## src/hdl/mdmc_pkg.sv

```systemverilog
`timescale 1ns / 1ps
package mdmc_pkg;

  localparam logic [1:0] CMD_READ  = 2'd0;
  localparam logic [1:0] CMD_WRITE = 2'd1;
  localparam logic [1:0] CMD_TICK  = 2'd2;

  localparam logic [2:0] OP_MUL    = 3'd0;
  localparam logic [2:0] OP_DIV16  = 3'd1;
  localparam logic [2:0] OP_MAC    = 3'd2;
  localparam logic [2:0] OP_MACS   = 3'd3;
  localparam logic [2:0] OP_DIV32  = 3'd5;

  localparam logic [7:0] FLAG_C    = 8'h80;
  localparam logic [7:0] FLAG_Z    = 8'h40;
  localparam logic [7:0] FLAG_S    = 8'h20;
  localparam logic [7:0] FLAG_OV   = 8'h10;
  localparam logic [7:0] FLAG_Q    = 8'h08;
  localparam logic [7:0] CTRL_MASK = 8'h97;
  localparam logic [7:0] FLAGS_KEEP = 8'hF8;
  localparam logic [7:0] ID_RESET  = 8'h80;

  localparam int unsigned NUM_REGS = 10;

  typedef enum logic [2:0] {
    S_IDLE,
    S_MUL,
    S_DPREP,
    S_DIV,
    S_FIN
  } state_e;

  typedef enum logic [1:0] {
    KIND_NONE,
    KIND_MUL,
    KIND_DIV
  } kind_e;

  typedef struct packed {
    logic accept;
    logic mul_en;
    logic div_init;
    logic div_step;
    logic finish;
  } ctrl_cmd_t;

  typedef struct packed {
    logic  start;
    kind_e kind;
  } dp_status_t;

endpackage

```

## src/hdl/mul_div_mac_coprocessor.sv

```systemverilog
`timescale 1ns / 1ps
// byte-wide multiply/divide/mac coprocessor. one read, write or tick transaction can be
// accepted every cycle while the controller is idle and the result register is not stalled. a
// write to cr7 that starts a multiply or mac holds off input through the multiply and finish
// states (one registered 16x16 multiply, then the accumulate); a divide start holds off input
// through prepare, divide and finish; the restoring divider yields one quotient bit per cycle.
module mul_div_mac_coprocessor
  import mdmc_pkg::*;
(
  input  logic       clk_i,
  input  logic       rst_ni,
  input  logic       in_valid_i,
  output logic       in_stall_o,
  input  logic [1:0] cmd_i,
  input  logic [3:0] reg_index_i,
  input  logic [7:0] write_data_i,
  output logic       out_valid_o,
  input  logic       out_stall_i,
  output logic [7:0] read_data_o,
  output logic       busy_res_o,
  input  logic       cfg_we_i,
  input  logic [7:0] cfg_wdata_i
);

  ctrl_cmd_t  ctrl;
  dp_status_t status;

  mdmc_ctrl u_ctrl (
    .clk_i      (clk_i),
    .rst_ni     (rst_ni),
    .in_valid_i (in_valid_i),
    .in_stall_o (in_stall_o),
    .out_valid_o(out_valid_o),
    .out_stall_i(out_stall_i),
    .status_i   (status),
    .ctrl_o     (ctrl)
  );

  mdmc_datapath u_dp (
    .clk_i       (clk_i),
    .rst_ni      (rst_ni),
    .cmd_i       (cmd_i),
    .reg_index_i (reg_index_i),
    .write_data_i(write_data_i),
    .cfg_we_i    (cfg_we_i),
    .cfg_wdata_i (cfg_wdata_i),
    .ctrl_i      (ctrl),
    .status_o    (status),
    .read_data_o (read_data_o),
    .busy_res_o  (busy_res_o)
  );

endmodule

```

## src/hdl/mdmc_datapath.sv

```systemverilog
`timescale 1ns / 1ps
module mdmc_datapath
  import mdmc_pkg::*;
(
  input  logic       clk_i,
  input  logic       rst_ni,
  input  logic [1:0] cmd_i,
  input  logic [3:0] reg_index_i,
  input  logic [7:0] write_data_i,
  input  logic       cfg_we_i,
  input  logic [7:0] cfg_wdata_i,
  input  ctrl_cmd_t  ctrl_i,
  output dp_status_t status_o,
  output logic [7:0] read_data_o,
  output logic       busy_res_o
);

  logic [7:0] regs_q [NUM_REGS];
  logic [7:0] regs_d [NUM_REGS];
  logic [7:0] id_q;
  logic [4:0] cd_q, cd_d;

  // operands and results of the running operation
  logic [15:0] a_q, b_q;
  logic [31:0] n_q, d_q;
  logic [2:0]  op_q;
  logic        sgn_q;
  logic [7:0]  fl_q, fl_d;
  logic [31:0] prod_q;
  logic        neg_q;
  logic [31:0] quo_q, rem_q, dm_q;
  logic        s0_q, s1_q;
  logic [31:0] res_q, res_d, rmd_q, rmd_d;
  logic [7:0]  mask_q, mask_d;
  logic [7:0]  rd_q, rd_d;
  logic        busy_q;

  logic        is_start;
  kind_e       kind;
  logic        go;
  logic [2:0]  cur_op;

  assign cur_op   = regs_q[8][2:0];
  assign is_start = (cmd_i == CMD_WRITE) && (reg_index_i == 4'd7) && regs_q[8][7] && !regs_q[9][0];

  always_comb begin
    case (cur_op)
      OP_MUL, OP_MAC, OP_MACS: kind = KIND_MUL;
      OP_DIV16: kind = KIND_DIV;
      OP_DIV32: kind = id_q[7] ? KIND_DIV : KIND_NONE;
      default: kind = KIND_NONE;
    endcase
  end

  assign status_o.start = is_start;
  assign status_o.kind  = kind;
  assign go = ctrl_i.accept && is_start && (kind != KIND_NONE);

  // register file, read side and architectural update
  always_comb begin
    rd_d = 8'h00;
    cd_d = cd_q;
    for (int i = 0; i < NUM_REGS; i++) regs_d[i] = regs_q[i];
    if (ctrl_i.accept) begin
      case (cmd_i)
        CMD_READ: begin
          if (reg_index_i < 4'd10) rd_d = regs_q[reg_index_i];
          else if (reg_index_i == 4'd15) rd_d = id_q;
        end
        CMD_WRITE: begin
          if (reg_index_i < 4'd8) regs_d[reg_index_i[2:0]] = write_data_i;
          else if (reg_index_i == 4'd8) regs_d[8] = write_data_i & CTRL_MASK;
          else if (reg_index_i == 4'd9) regs_d[9] = {write_data_i[7:3], 2'b00, regs_q[9][0]};
          if (is_start) begin
            if (kind == KIND_NONE) begin
              regs_d[9] = regs_d[9] & FLAGS_KEEP;
            end else begin
              regs_d[9][0] = 1'b1;
              case (cur_op)
                OP_DIV16: cd_d = 5'd8;
                OP_DIV32: cd_d = 5'd16;
                default:  cd_d = 5'd4;
              endcase
            end
          end
        end
        CMD_TICK: begin
          if (regs_q[9][0]) begin
            if (cd_q != 5'd0) begin
              cd_d = cd_q - 5'd1;
            end else begin
              // write-back of results and selected flags
              regs_d[0] = res_q[7:0];
              regs_d[1] = res_q[15:8];
              regs_d[2] = res_q[23:16];
              regs_d[3] = res_q[31:24];
              if (op_q == OP_DIV16 || op_q == OP_DIV32) begin
                regs_d[4] = rmd_q[7:0];
                regs_d[5] = rmd_q[15:8];
              end
              if (op_q == OP_DIV32) begin
                regs_d[6] = rmd_q[23:16];
                regs_d[7] = rmd_q[31:24];
              end
              regs_d[9] = ((regs_q[9] & ~mask_q) | (fl_q & mask_q)) & FLAGS_KEEP;
            end
          end
        end
        default: ;
      endcase
    end
  end

  always_ff @(posedge clk_i or negedge rst_ni) begin
    if (!rst_ni) begin
      for (int i = 0; i < NUM_REGS; i++) regs_q[i] <= 8'h00;
      id_q <= ID_RESET;
      cd_q <= 5'd0;
    end else begin
      for (int i = 0; i < NUM_REGS; i++) regs_q[i] <= regs_d[i];
      if (cfg_we_i) id_q <= cfg_wdata_i;
      cd_q <= cd_d;
    end
  end

  always_ff @(posedge clk_i) begin
    if (ctrl_i.accept) begin
      rd_q   <= rd_d;
      busy_q <= regs_d[9][0];
    end
  end

  assign read_data_o = rd_q;
  assign busy_res_o  = busy_q;

  // multiply magnitudes
  logic [15:0] am, bm;
  logic [31:0] pm, pm_s;
  assign am   = (sgn_q && a_q[15]) ? (16'd0 - a_q) : a_q;
  assign bm   = (sgn_q && b_q[15]) ? (16'd0 - b_q) : b_q;
  assign pm   = am * bm;
  assign pm_s = {1'b0, pm[30:0]};

  // divide preparation and restoring step
  logic        ns, ds;
  logic [31:0] dmask_d;
  logic [32:0] shifted, diff;
  assign ns      = sgn_q && n_q[31];
  assign ds      = sgn_q && (op_q == OP_DIV16 ? d_q[15] : d_q[31]);
  assign dmask_d = (op_q == OP_DIV16) ? ((32'd0 - d_q) & 32'h0000FFFF) : (32'd0 - d_q);
  assign shifted = {rem_q, quo_q[31]};
  assign diff    = shifted - {1'b0, dm_q};

  always_ff @(posedge clk_i) begin
    if (go) begin
      a_q   <= {regs_q[5], regs_q[4]};
      b_q   <= {write_data_i, regs_q[6]};
      n_q   <= {regs_q[3], regs_q[2], regs_q[1], regs_q[0]};
      d_q   <= (cur_op == OP_DIV16) ? {16'h0000, write_data_i, regs_q[6]}
                                    : {write_data_i, regs_q[6], regs_q[5], regs_q[4]};
      op_q  <= cur_op;
      sgn_q <= regs_q[8][4];
      fl_q  <= regs_q[9];
    end
    if (ctrl_i.mul_en) begin
      neg_q  <= sgn_q && (a_q[15] ^ b_q[15]);
      if (!sgn_q) prod_q <= pm;
      else if (a_q[15] ^ b_q[15]) prod_q <= 32'd0 - pm_s;
      else prod_q <= pm_s;
    end
    if (ctrl_i.div_init) begin
      quo_q <= ns ? (32'd0 - n_q) : n_q;
      rem_q <= 32'd0;
      dm_q  <= ds ? dmask_d : d_q;
      s0_q  <= ns;
      s1_q  <= ds;
    end
    if (ctrl_i.div_step) begin
      if (!diff[32]) begin
        rem_q <= diff[31:0];
        quo_q <= {quo_q[30:0], 1'b1};
      end else begin
        rem_q <= shifted[31:0];
        quo_q <= {quo_q[30:0], 1'b0};
      end
    end
    if (ctrl_i.finish) begin
      res_q  <= res_d;
      rmd_q  <= rmd_d;
      fl_q   <= fl_d;
      mask_q <= mask_d;
    end
  end

  // final result, flags and write-back mask
  logic [32:0] sum;
  logic [31:0] qs;
  assign sum = {1'b0, prod_q} + {1'b0, n_q};
  assign qs  = (s0_q != s1_q) ? (32'd0 - quo_q) : quo_q;

  always_comb begin
    res_d  = 32'd0;
    rmd_d  = 32'd0;
    fl_d   = fl_q;
    mask_d = 8'h00;
    case (op_q)
      OP_MUL: begin
        mask_d = sgn_q ? (FLAG_Z | FLAG_S) : FLAG_Z;
        if (a_q == 16'd0 || b_q == 16'd0) begin
          fl_d = (fl_q | FLAG_Z) & ~FLAG_S;
        end else begin
          res_d = prod_q;
          fl_d  = fl_q & ~FLAG_Z;
          if (sgn_q) fl_d = neg_q ? (fl_d | FLAG_S) : (fl_d & ~FLAG_S);
        end
      end
      OP_MAC, OP_MACS: begin
        mask_d = (op_q == OP_MACS) ? (FLAG_C | FLAG_Z | FLAG_S | FLAG_OV | FLAG_Q)
                                   : (FLAG_C | FLAG_Z | FLAG_S | FLAG_OV);
        res_d  = sum[31:0];
        fl_d   = fl_q & ~(FLAG_C | FLAG_Z | FLAG_OV);
        if (sum[31:0] == 32'd0) fl_d = fl_d | FLAG_Z;
        if (sum[32]) fl_d = fl_d | FLAG_C;
        if (sgn_q) begin
          if (prod_q[31] && n_q[31] && !sum[31]) begin
            fl_d = fl_d | FLAG_OV;
            if (op_q == OP_MACS) begin
              fl_d  = fl_d | FLAG_Q;
              res_d = 32'h80000000;
            end
          end else if (!prod_q[31] && !n_q[31] && sum[31]) begin
            fl_d = fl_d | FLAG_OV;
            if (op_q == OP_MACS) begin
              fl_d  = fl_d | FLAG_Q;
              res_d = 32'h7FFFFFFF;
            end
          end
        end else if (sum[32]) begin
          fl_d = fl_d | FLAG_OV;
          if (op_q == OP_MACS) begin
            fl_d  = fl_d | FLAG_Q;
            res_d = 32'hFFFFFFFF;
          end
        end
        fl_d = res_d[31] ? (fl_d | FLAG_S) : (fl_d & ~FLAG_S);
      end
      OP_DIV16, OP_DIV32: begin
        mask_d = sgn_q ? (FLAG_C | FLAG_Z | FLAG_S | FLAG_OV) : (FLAG_C | FLAG_Z);
        if (sgn_q) begin
          fl_d = fl_q & ~FLAG_OV;
          if (d_q == 32'd0) begin
            fl_d = fl_d | FLAG_C | FLAG_Z;
            if (n_q[31]) begin
              res_d = 32'h80000000;
              rmd_d = (op_q == OP_DIV16) ? {16'h0000, 1'b1, n_q[14:0]} : n_q;
              fl_d  = fl_d | FLAG_S;
            end else begin
              res_d = 32'h7FFFFFFF;
              rmd_d = (op_q == OP_DIV16) ? {17'h00000, n_q[14:0]} : n_q;
              fl_d  = fl_d & ~FLAG_S;
            end
          end else begin
            res_d = qs;
            rmd_d = s0_q ? (32'd0 - rem_q) : rem_q;
            fl_d  = fl_d & ~(FLAG_C | FLAG_Z | FLAG_S);
            if (s0_q != s1_q) fl_d = fl_d | FLAG_S;
            if (qs == 32'd0) fl_d = fl_d | FLAG_Z;
          end
        end else if (d_q == 32'd0) begin
          res_d = 32'hFFFFFFFF;
          rmd_d = n_q;
          fl_d  = (fl_q | FLAG_C) & ~FLAG_Z;
        end else begin
          res_d = quo_q;
          rmd_d = rem_q;
          fl_d  = fl_q & ~(FLAG_C | FLAG_Z);
          if (quo_q == 32'd0) fl_d = fl_d | FLAG_Z;
        end
      end
      default: ;
    endcase
  end

endmodule

```

## src/hdl/mdmc_ctrl.sv

```systemverilog
`timescale 1ns / 1ps
module mdmc_ctrl
  import mdmc_pkg::*;
(
  input  logic       clk_i,
  input  logic       rst_ni,
  input  logic       in_valid_i,
  output logic       in_stall_o,
  output logic       out_valid_o,
  input  logic       out_stall_i,
  input  dp_status_t status_i,
  output ctrl_cmd_t  ctrl_o
);

  state_e     state_q, state_d;
  logic [4:0] cnt_q, cnt_d;
  logic       out_valid_q, out_valid_d;
  logic       accept;

  assign in_stall_o  = (state_q != S_IDLE) || (out_valid_q && out_stall_i);
  assign accept      = in_valid_i && !in_stall_o;
  assign out_valid_o = out_valid_q;

  always_comb begin
    state_d = state_q;
    cnt_d   = cnt_q;
    case (state_q)
      S_IDLE: begin
        if (accept && status_i.start) begin
          if (status_i.kind == KIND_MUL) state_d = S_MUL;
          else if (status_i.kind == KIND_DIV) state_d = S_DPREP;
        end
      end
      S_MUL:   state_d = S_FIN;
      S_DPREP: begin
        state_d = S_DIV;
        cnt_d   = 5'd0;
      end
      S_DIV: begin
        cnt_d = cnt_q + 5'd1;
        if (cnt_q == 5'd31) state_d = S_FIN;
      end
      S_FIN:   state_d = S_IDLE;
      default: state_d = S_IDLE;
    endcase
  end

  always_comb begin
    ctrl_o.accept   = accept;
    ctrl_o.mul_en   = 1'b0;
    ctrl_o.div_init = 1'b0;
    ctrl_o.div_step = 1'b0;
    ctrl_o.finish   = 1'b0;
    case (state_q)
      S_MUL:   ctrl_o.mul_en   = 1'b1;
      S_DPREP: ctrl_o.div_init = 1'b1;
      S_DIV:   ctrl_o.div_step = 1'b1;
      S_FIN:   ctrl_o.finish   = 1'b1;
      default: ;
    endcase
  end

  // output register: filled on accept, emptied when taken
  assign out_valid_d = accept ? 1'b1 : (out_valid_q && out_stall_i);

  always_ff @(posedge clk_i or negedge rst_ni) begin
    if (!rst_ni) begin
      state_q     <= S_IDLE;
      cnt_q       <= 5'd0;
      out_valid_q <= 1'b0;
    end else begin
      state_q     <= state_d;
      cnt_q       <= cnt_d;
      out_valid_q <= out_valid_d;
    end
  end

`ifndef SYNTHESIS
  a_mul_start: assert property (@(posedge clk_i) disable iff (!rst_ni)
    accept && status_i.start && status_i.kind == KIND_MUL |=> state_q == S_MUL)
    else $error("multiply start did not enter multiply state");
  a_div_end: assert property (@(posedge clk_i) disable iff (!rst_ni)
    state_q == S_DIV && cnt_q == 5'd31 |=> state_q == S_FIN)
    else $error("divider did not finish after last step");
  a_no_accept_busy: assert property (@(posedge clk_i) disable iff (!rst_ni)
    state_q != S_IDLE |-> !ctrl_o.accept)
    else $error("transaction accepted during calculation");
`endif

endmodule
```

## config.mk

```make
export PLATFORM = sky130hd
export DESIGN_NAME = mul_div_mac_coprocessor
export DESIGN_NICKNAME = d
export VERILOG_FILES = /design/src/hdl/mdmc_pkg.sv /design/src/hdl/mul_div_mac_coprocessor.sv /design/src/hdl/mdmc_datapath.sv /design/src/hdl/mdmc_ctrl.sv
export SDC_FILE = /design/constraint.sdc
export NUM_CORES = 2
export LEC_CHECK = 0
export BUFFER_PORTS_ARGS = -buffer_cell sky130_fd_sc_hd__buf_4
export CAP_MARGIN = 20
export CORE_UTILIZATION = 40
export CTS_CLUSTER_DIAMETER = 40
export DETAILED_ROUTE_END_ITERATION = 16
export PLACE_DENSITY = 0.57
export RECOVER_POWER = 25
export SYNTH_ARGS = -nofsm -noshare
export SYNTH_HDL_FRONTEND = slang
export SYNTH_HIERARCHICAL = 1
export SYNTH_SLANG_ARGS = --single-unit
```

## constraint.sdc

```tcl
create_clock -name clk_i -period 7.5 [get_ports clk_i]
set_input_delay 0.375 -clock clk_i [delete_from_list [all_inputs] [get_ports clk_i]]
set_output_delay 0.375 -clock clk_i [all_outputs]
set_load 0.05 [all_outputs]
```

# Word-level counts from Yosys, hierarchy flattened
# Index checks and enable logic that the tools add are counted.
[totals]
ff_bits = 422
input_bits = 27
output_inout_bits = 11
word_cells = 268
[op_classes]
n_addsub = 11
mul = 1
n_lt_le_gt_ge = 5
n_eq_ne = 39
n_mux = 106
bitwise_logic = 7
reduce_logical = 59
[op_table]
columns = ["operator", "n"]
rows = [
  ["$mux 32", 30],
  ["$mux 64", 3],
  ["$mux 8", 18],
  ["$logic_not 32->1", 4],
  ["$pmux 64 s2", 1],
  ["$sub 1x32->32 const A", 4],
  ["$mux 16", 6],
  ["$pmux 32 s3", 1],
  ["$bwmux 80", 1],
  ["$pmux 8 s3", 2],
  ["$mux 5", 8],
  ["$mux 6", 6],
  ["$add 32x32->33", 1],
  ["$sub 33x32->33", 1],
  ["$bmux 8 s4", 1],
  ["$demux 8 s4", 1],
  ["$logic_not 16->1", 2],
  ["$mul 16x16->32", 1],
  ["$sub 1x16->16 const A", 2],
  ["$sub 1x31->32 const A", 1],
  ["$mux 31", 1],
  ["$pmux 5 s2", 3],
  ["$mux 7", 3],
  ["$eq 3x2->1 const B", 6],
  ["other kinds (49)", 121],
]

# Depth between registers and ports, before layout
[depth]
ltp_word = 11
mapped_depth = 32
ltp_nobuf = 31

# Hierarchy
# Netlist, hierarchy kept.
[modules_own_cells]
columns = ["module", "instances", "cells_per_inst", "area_per_inst_um2", "seq_area_each_um2"]
rows = [
  ["mdmc_datapath", 1, 3720, 34300.4, 11682.5],
  ["mdmc_ctrl", 1, 50, 488.0, 225.2],
]

# Worst setup path before layout
# Ideal clock, no wire load.
[synth_path]
kind = "reg2reg"
start = "register u_dp.a_q[0]"
end = "register u_dp.prod_q[30], data pin"
setup_time_ps = 262
arrival_ps = 7726
required_ps = 7238
slack_ps = -488
stages_incl_launch_ff = 30
path_buffers = 1
synth_period_minus_slack_ps = 7988
cell_sequence = "edfxtp_1 clkbuf_1 inv_2 ha_1 nand2_1 nor3_1 nand3b_1 nor2_1 a21oi_1 xor2_1 nand2_1 fa_1 fa_1 inv_1 fa_1 fa_1 fa_1 inv_1 fa_1 inv_1 ha_1 a21o_1 a2111oi_0 or4_1 o21ai_0 xnor2_1 nand3_1 nor4_2 a31oi_1 xnor2_1"
[synth_between]
elab_chain_len = 6
[synth_lines]
columns = ["item", "line_no", "source"]
rows = [
  ["start: declaration", "mdmc_datapath.sv:24", "logic [15:0] a_q, b_q;"],
  ["start signal: assignment", "mdmc_datapath.sv:156", "a_q <= {regs_q[5], regs_q[4]};"],
  ["$sub 1x16->16", "mdmc_datapath.sv:139", "assign am = (sgn_q && a_q[15]) ? (16'd0 - a_q) : a_q;"],
  ["$mux 16 (*)", "mdmc_datapath.sv:139", ""],
  ["$mul 16x16->32 (*)", "mdmc_datapath.sv:141", "assign pm = am * bm;"],
  ["$sub 1x31->32", "mdmc_datapath.sv:168", "else if (a_q[15] ^ b_q[15]) prod_q <= 32'd0 - pm_s;"],
  ["$mux 32", "mdmc_datapath.sv:168", ""],
  ["$mux 32 (*)", "mdmc_datapath.sv:167", "if (!sgn_q) prod_q <= pm;"],
  ["end signal: assignment", "mdmc_datapath.sv:167", ""],
  ["end signal: assignment", "mdmc_datapath.sv:168", ""],
  ["end signal: assignment", "mdmc_datapath.sv:169", "else prod_q <= pm_s;"],
  ["end: declaration", "mdmc_datapath.sv:29", "logic [31:0] prod_q;"],
]
# Every way passes the cells marked *; elsewhere a longest branch is shown, timed or not.
# A chain may end at the register's enable or synchronous reset.

# Worst setup path in the final report
[layout_path]
start = "register u_dp.a_q[1]"
end = "register u_dp.prod_q[24], data pin"
# Same word-level chain as after synthesis.

==> run_results.csv <==
group,metric,value,unit
logic_synthesis,yosysTopAreaCellShare,27.1,%
sta,rsz0062_at_grt,"yes",
sta,fin_ws,-0.233,ns
power_and_ir_drop,p_leak,16.8,nW
logic_synthesis,synth_enable_flop_cells,314,
logic_synthesis,synthArstFlopShare,24.0,%
die,fp.dieH,297,um
clocking,htreeDepth,3,
hold_path,holdCritStartpoint,"in_valid_i",
die,design.core.area,85700,um2
place,detailed_place_hpwl,92100,um
setup_path,crit_end_category,"flip-flop",
setup_path,rrSetupSlack,-0.23,ns
job,timing.max_cap.violations,4,
grt,grt_pass1_wl,189000,um
clocking,worst_skew_pair.late_latency,0.63,ns
logic_synthesis,synthMostInstantiatedCell,"sky130_fd_sc_hd__nand2_1",
cells_and_area,layout.nets,4405,
power_and_ir_drop,power_density,156,nW/um2
power_and_ir_drop,p_total,6.47,mW
die,io_pins,38,
setup_path,r2r_path_end,"u_dp/prod_q[24]$_DFFE_PP_",
cells_and_area,final_cell_count_no_fill,5211,
cells_and_area,ff_latch_area,11900,um2
logic_synthesis,synthesis.instances,3770,
setup_path,timing.critical_path.slowest_cell_delay,0.55,ns
place,placement.setup.worst_slack,-0.304,ns
hold_path,worstHoldPathType,"in -> reg",
clocking,cts_sinks,413,
logic_synthesis,mappedNetlistNets,4176,
setup_path,critPathMostFrequentCell,"sky130_fd_sc_hd__fa_1",
sta,hold_violations,0,
drt,detail_route.drc_violations,0,
setup_path,setup.worst_path.start,"u_dp/a_q[1]$_DFFE_PP_",
logic_synthesis,count_of_distinct_cell_types_in_the_synthesized_netlist,96,
logic_synthesis,synth_seq_cells,413,
drt,mean_number_of_vias_per_cell,5.90,
sta,setup_tns,-2.25,ns
setup_path,cpLargestDelayFamily,"adder cells",
place,placedCellCount,5025,
drt,wire_per_inst,24.0,um
sta,max-slew-margin-rel,-117,%
cells_and_area,drive_above_1_share,15.2,%
die,die_w,297,um
setup_path,crit_buf_inv,7,
setup_path,reg2regPathDepth,32,
cells_and_area,final_core_utilization,48.3,%
place,placed_cell_area,38000,um2
cells_and_area,multi_input_comb_area,21600,um2
die,standard_cell_rows,107,
sta,fin_hold_ws,0.0772,ns
setup_path,crit_path_arrival_time,8.10,ns
clocking,ctsRootBufferMaster,"sky130_fd_sc_hd__clkbuf_16",
die,initial_core_util,40.6,%
logic_synthesis,synth_area_per_cell,9.23,um2
setup_path,criticalPathCategory,"reg -> reg",
sta,report.final.slew_viol_count,150,
drt,initialDrtViolationCount,3829,
logic_synthesis,synth_top_flop_cell,"sky130_fd_sc_hd__edfxtp_1",
cells_and_area,stdcell_area,41400,um2
setup_path,worstSetupPathDepth,32,
grt,grt_usage,28.1,%
logic_synthesis,total_number_of_yosys_warnings,6,
sta,max_freq,0.129,GHz
power_and_ir_drop,vdd_drop_max,0.153,mV
setup_path,critical_path_peak_fanout,4,
sta,tightestPinTransition,3.26,ns
sta,setup_viol,12,
setup_path,endpoint,"u_dp/prod_q[24]$_DFFE_PP_",
sta,final_period_minus_worst_setup_slack,7.73,ns
logic_synthesis,yosys-top-cells-count,"sky130_fd_sc_hd__nand2_1, sky130_fd_sc_hd__nor2_1, sky130_fd_sc_hd__inv_1, sky130_fd_sc_hd__edfxtp_1, sky130_fd_sc_hd__a21oi_1",
sta,timing.final.crit_share,103,%
drt,vias,30800,
clocking,ctsLongestPathBuffers,3,
cells_and_area,area.growth.synth_to_final,19.0,%
setup_path,critPathLaunchType,"flip-flop",
grt,overflow,0,
setup_path,worstPathRequired,7.86,ns
logic_synthesis,synth.yosys.seq_area_share,34.2,%
status,run_status,"finished with violations",
grt,grt_pass1_vias,29200,
drt,final_antenna_net_count,0,
place,finalWeightedCongestion,0.979,
setup_path,critical_path.slowest_cell,"sky130_fd_sc_hd__fa_1",
logic_synthesis,yosys-top-cells-area,"sky130_fd_sc_hd__edfxtp_1, sky130_fd_sc_hd__fa_1, sky130_fd_sc_hd__dfrtp_1",
clocking,clkSlewWorstSetupHoldPaths,0.06,ns
setup_path,r2r_start,"u_dp/a_q[1]$_DFFE_PP_",
place,buffer_ports.inserted,37,
logic_synthesis,syn-cell-area,34800,um2
grt,grt_max_degree,79,
clocking,tritoncts.num_buffers,79,
grt,antenna_found_initial,3,
clocking,tritoncts,"yes",
drt,1st_pass_router_iterations,6,
die,die_area,88200,um2
logic_synthesis,synth.largest_area_cell,"sky130_fd_sc_hd__edfxtp_1",
sta,skew,0.0276,ns
drt,route.final.wire_length,125000,um
status,violations_in_the_final_reports,"max-capacitance violations, max-slew violations, negative setup slack",
cells_and_area,fillers,8142,
-- state kept, by name, summed over array words and instances (netlist names), 16 cells and up --
signal,flops
u_dp/a_q,16
u_dp/b_q,16
u_dp/d_q,32
u_dp/dm_q,32
u_dp/n_q,32
u_dp/prod_q,32
u_dp/quo_q,32
u_dp/regs_q,74
u_dp/rem_q,32
u_dp/res_q,32
u_dp/rmd_q,32
-- worst min path at each step --
stage	depth (start not counted)	endpoint	slack, ns
2_1_floorplan	0	u_ctrl/cnt_q[0]$_DFFE_PN0P_	0.08
3_3_place_gp	0	u_dp/dm_q[0]$_DFFE_PP_	0.44
3_5_place_dp	0	u_dp/dm_q[0]$_DFFE_PP_	0.44
4_1_cts	3	u_ctrl/state_q[0]$_DFFE_PN0P_	0.05
5_1_grt	3	u_ctrl/state_q[1]$_DFFE_PN0P_	0.09
6_report	3	u_ctrl/state_q[0]$_DFFE_PN0P_	0.08
-- area by class of cell --
| cell class | instances | area share (%) |
|---|---|---|
| Multi-Input combinational cell | 2843 | 52.1 |
| Tap cell | 1144 | 3.46 |
| Clock buffer | 92 | 5.05 |
| Inverter | 326 | 2.97 |
| Timing Repair Buffer | 336 | 6.19 |
| Antenna cell | 1 | 0.00605 |
| Clock inverter | 56 | 1.42 |
| Sequential cell | 413 | 28.8 |
-- power breakdown --
part / switching [mW] / internal (mW) / leakage, nW
Combinational: 0.211 / 0.138 / 11.6
Sequential: 0.0647 / 2.50 / 3.99
Clock: 1.37 / 2.20 / 1.29
Total: 1.64 / 4.83 / 16.8
-- placed cells by master (no fill, tap or decap), types with 37 or more instances in the layout --
cell / instances
sky130_fd_sc_hd__ha_1: 174
sky130_fd_sc_hd__o21ai_0: 230
sky130_fd_sc_hd__a21oi_1: 240
sky130_fd_sc_hd__nor3_1: 62
sky130_fd_sc_hd__edfxtp_1: 314
sky130_fd_sc_hd__dfrtp_1: 98
sky130_fd_sc_hd__o211ai_1: 39
sky130_fd_sc_hd__xnor2_1: 125
sky130_fd_sc_hd__nor2_1: 331
sky130_fd_sc_hd__a22oi_1: 122
sky130_fd_sc_hd__clkbuf_16: 81
sky130_fd_sc_hd__inv_1: 315
sky130_fd_sc_hd__nand3_1: 87
sky130_fd_sc_hd__a21o_1: 46
sky130_fd_sc_hd__nand2_1: 388
sky130_fd_sc_hd__fa_1: 190
sky130_fd_sc_hd__buf_4: 284
sky130_fd_sc_hd__a211oi_1: 49
sky130_fd_sc_hd__a221oi_1: 38
sky130_fd_sc_hd__xor2_1: 94
sky130_fd_sc_hd__mux2_2: 37
sky130_fd_sc_hd__nor2b_1: 37
-- routing by layer --
| metal | part of all wire [%] | track usage, % | vias up |
|---|---|---|---|
| met1 | 45 | 41.5 | 15100 |
| met2 | 42 | 40.0 | 1462 |
| met4 | 3.6 | 10.1 | 2 |
| met3 | 9.9 | 6.09 | 224 |
| met5 | 0.010 | 0 | - |
| li1 | - | - | 14000 |
-- worst min-delay path, cell delays in order --
cell and delay, ns:
sky130_fd_sc_hd__buf_4 0.12, sky130_fd_sc_hd__nand4b_1 0.10, sky130_fd_sc_hd__o21ai_0 0.07
-- cells by family (layout without fill, tap and decap cells) --
kind of cell	Yosys count	after routing	share of synthesized area (%)
adders and majority gates	379	379	17.9
other	0	1	0
AOI/OAI and AO/OA	1006	1006	18.9
xor gates and xnor gates	238	238	5.99
and+or+nand+nor	1155	1155	15.4
muxes	65	65	2.08
DFF	413	413	34.2
buffers and inverters	514	810	5.62
-- repair_timing --
item / 4_1_cts / 5_1_grt
pin swaps: 39 / 31
hold buffers: 11 / 0
setup buffers: 19 / 7
resized for setup: 61 / 39
hold endpoints to repair: 54 / 0
setup endpoints to repair: 12 / 17
Note: power is estimated with default switching activity, not from simulation.
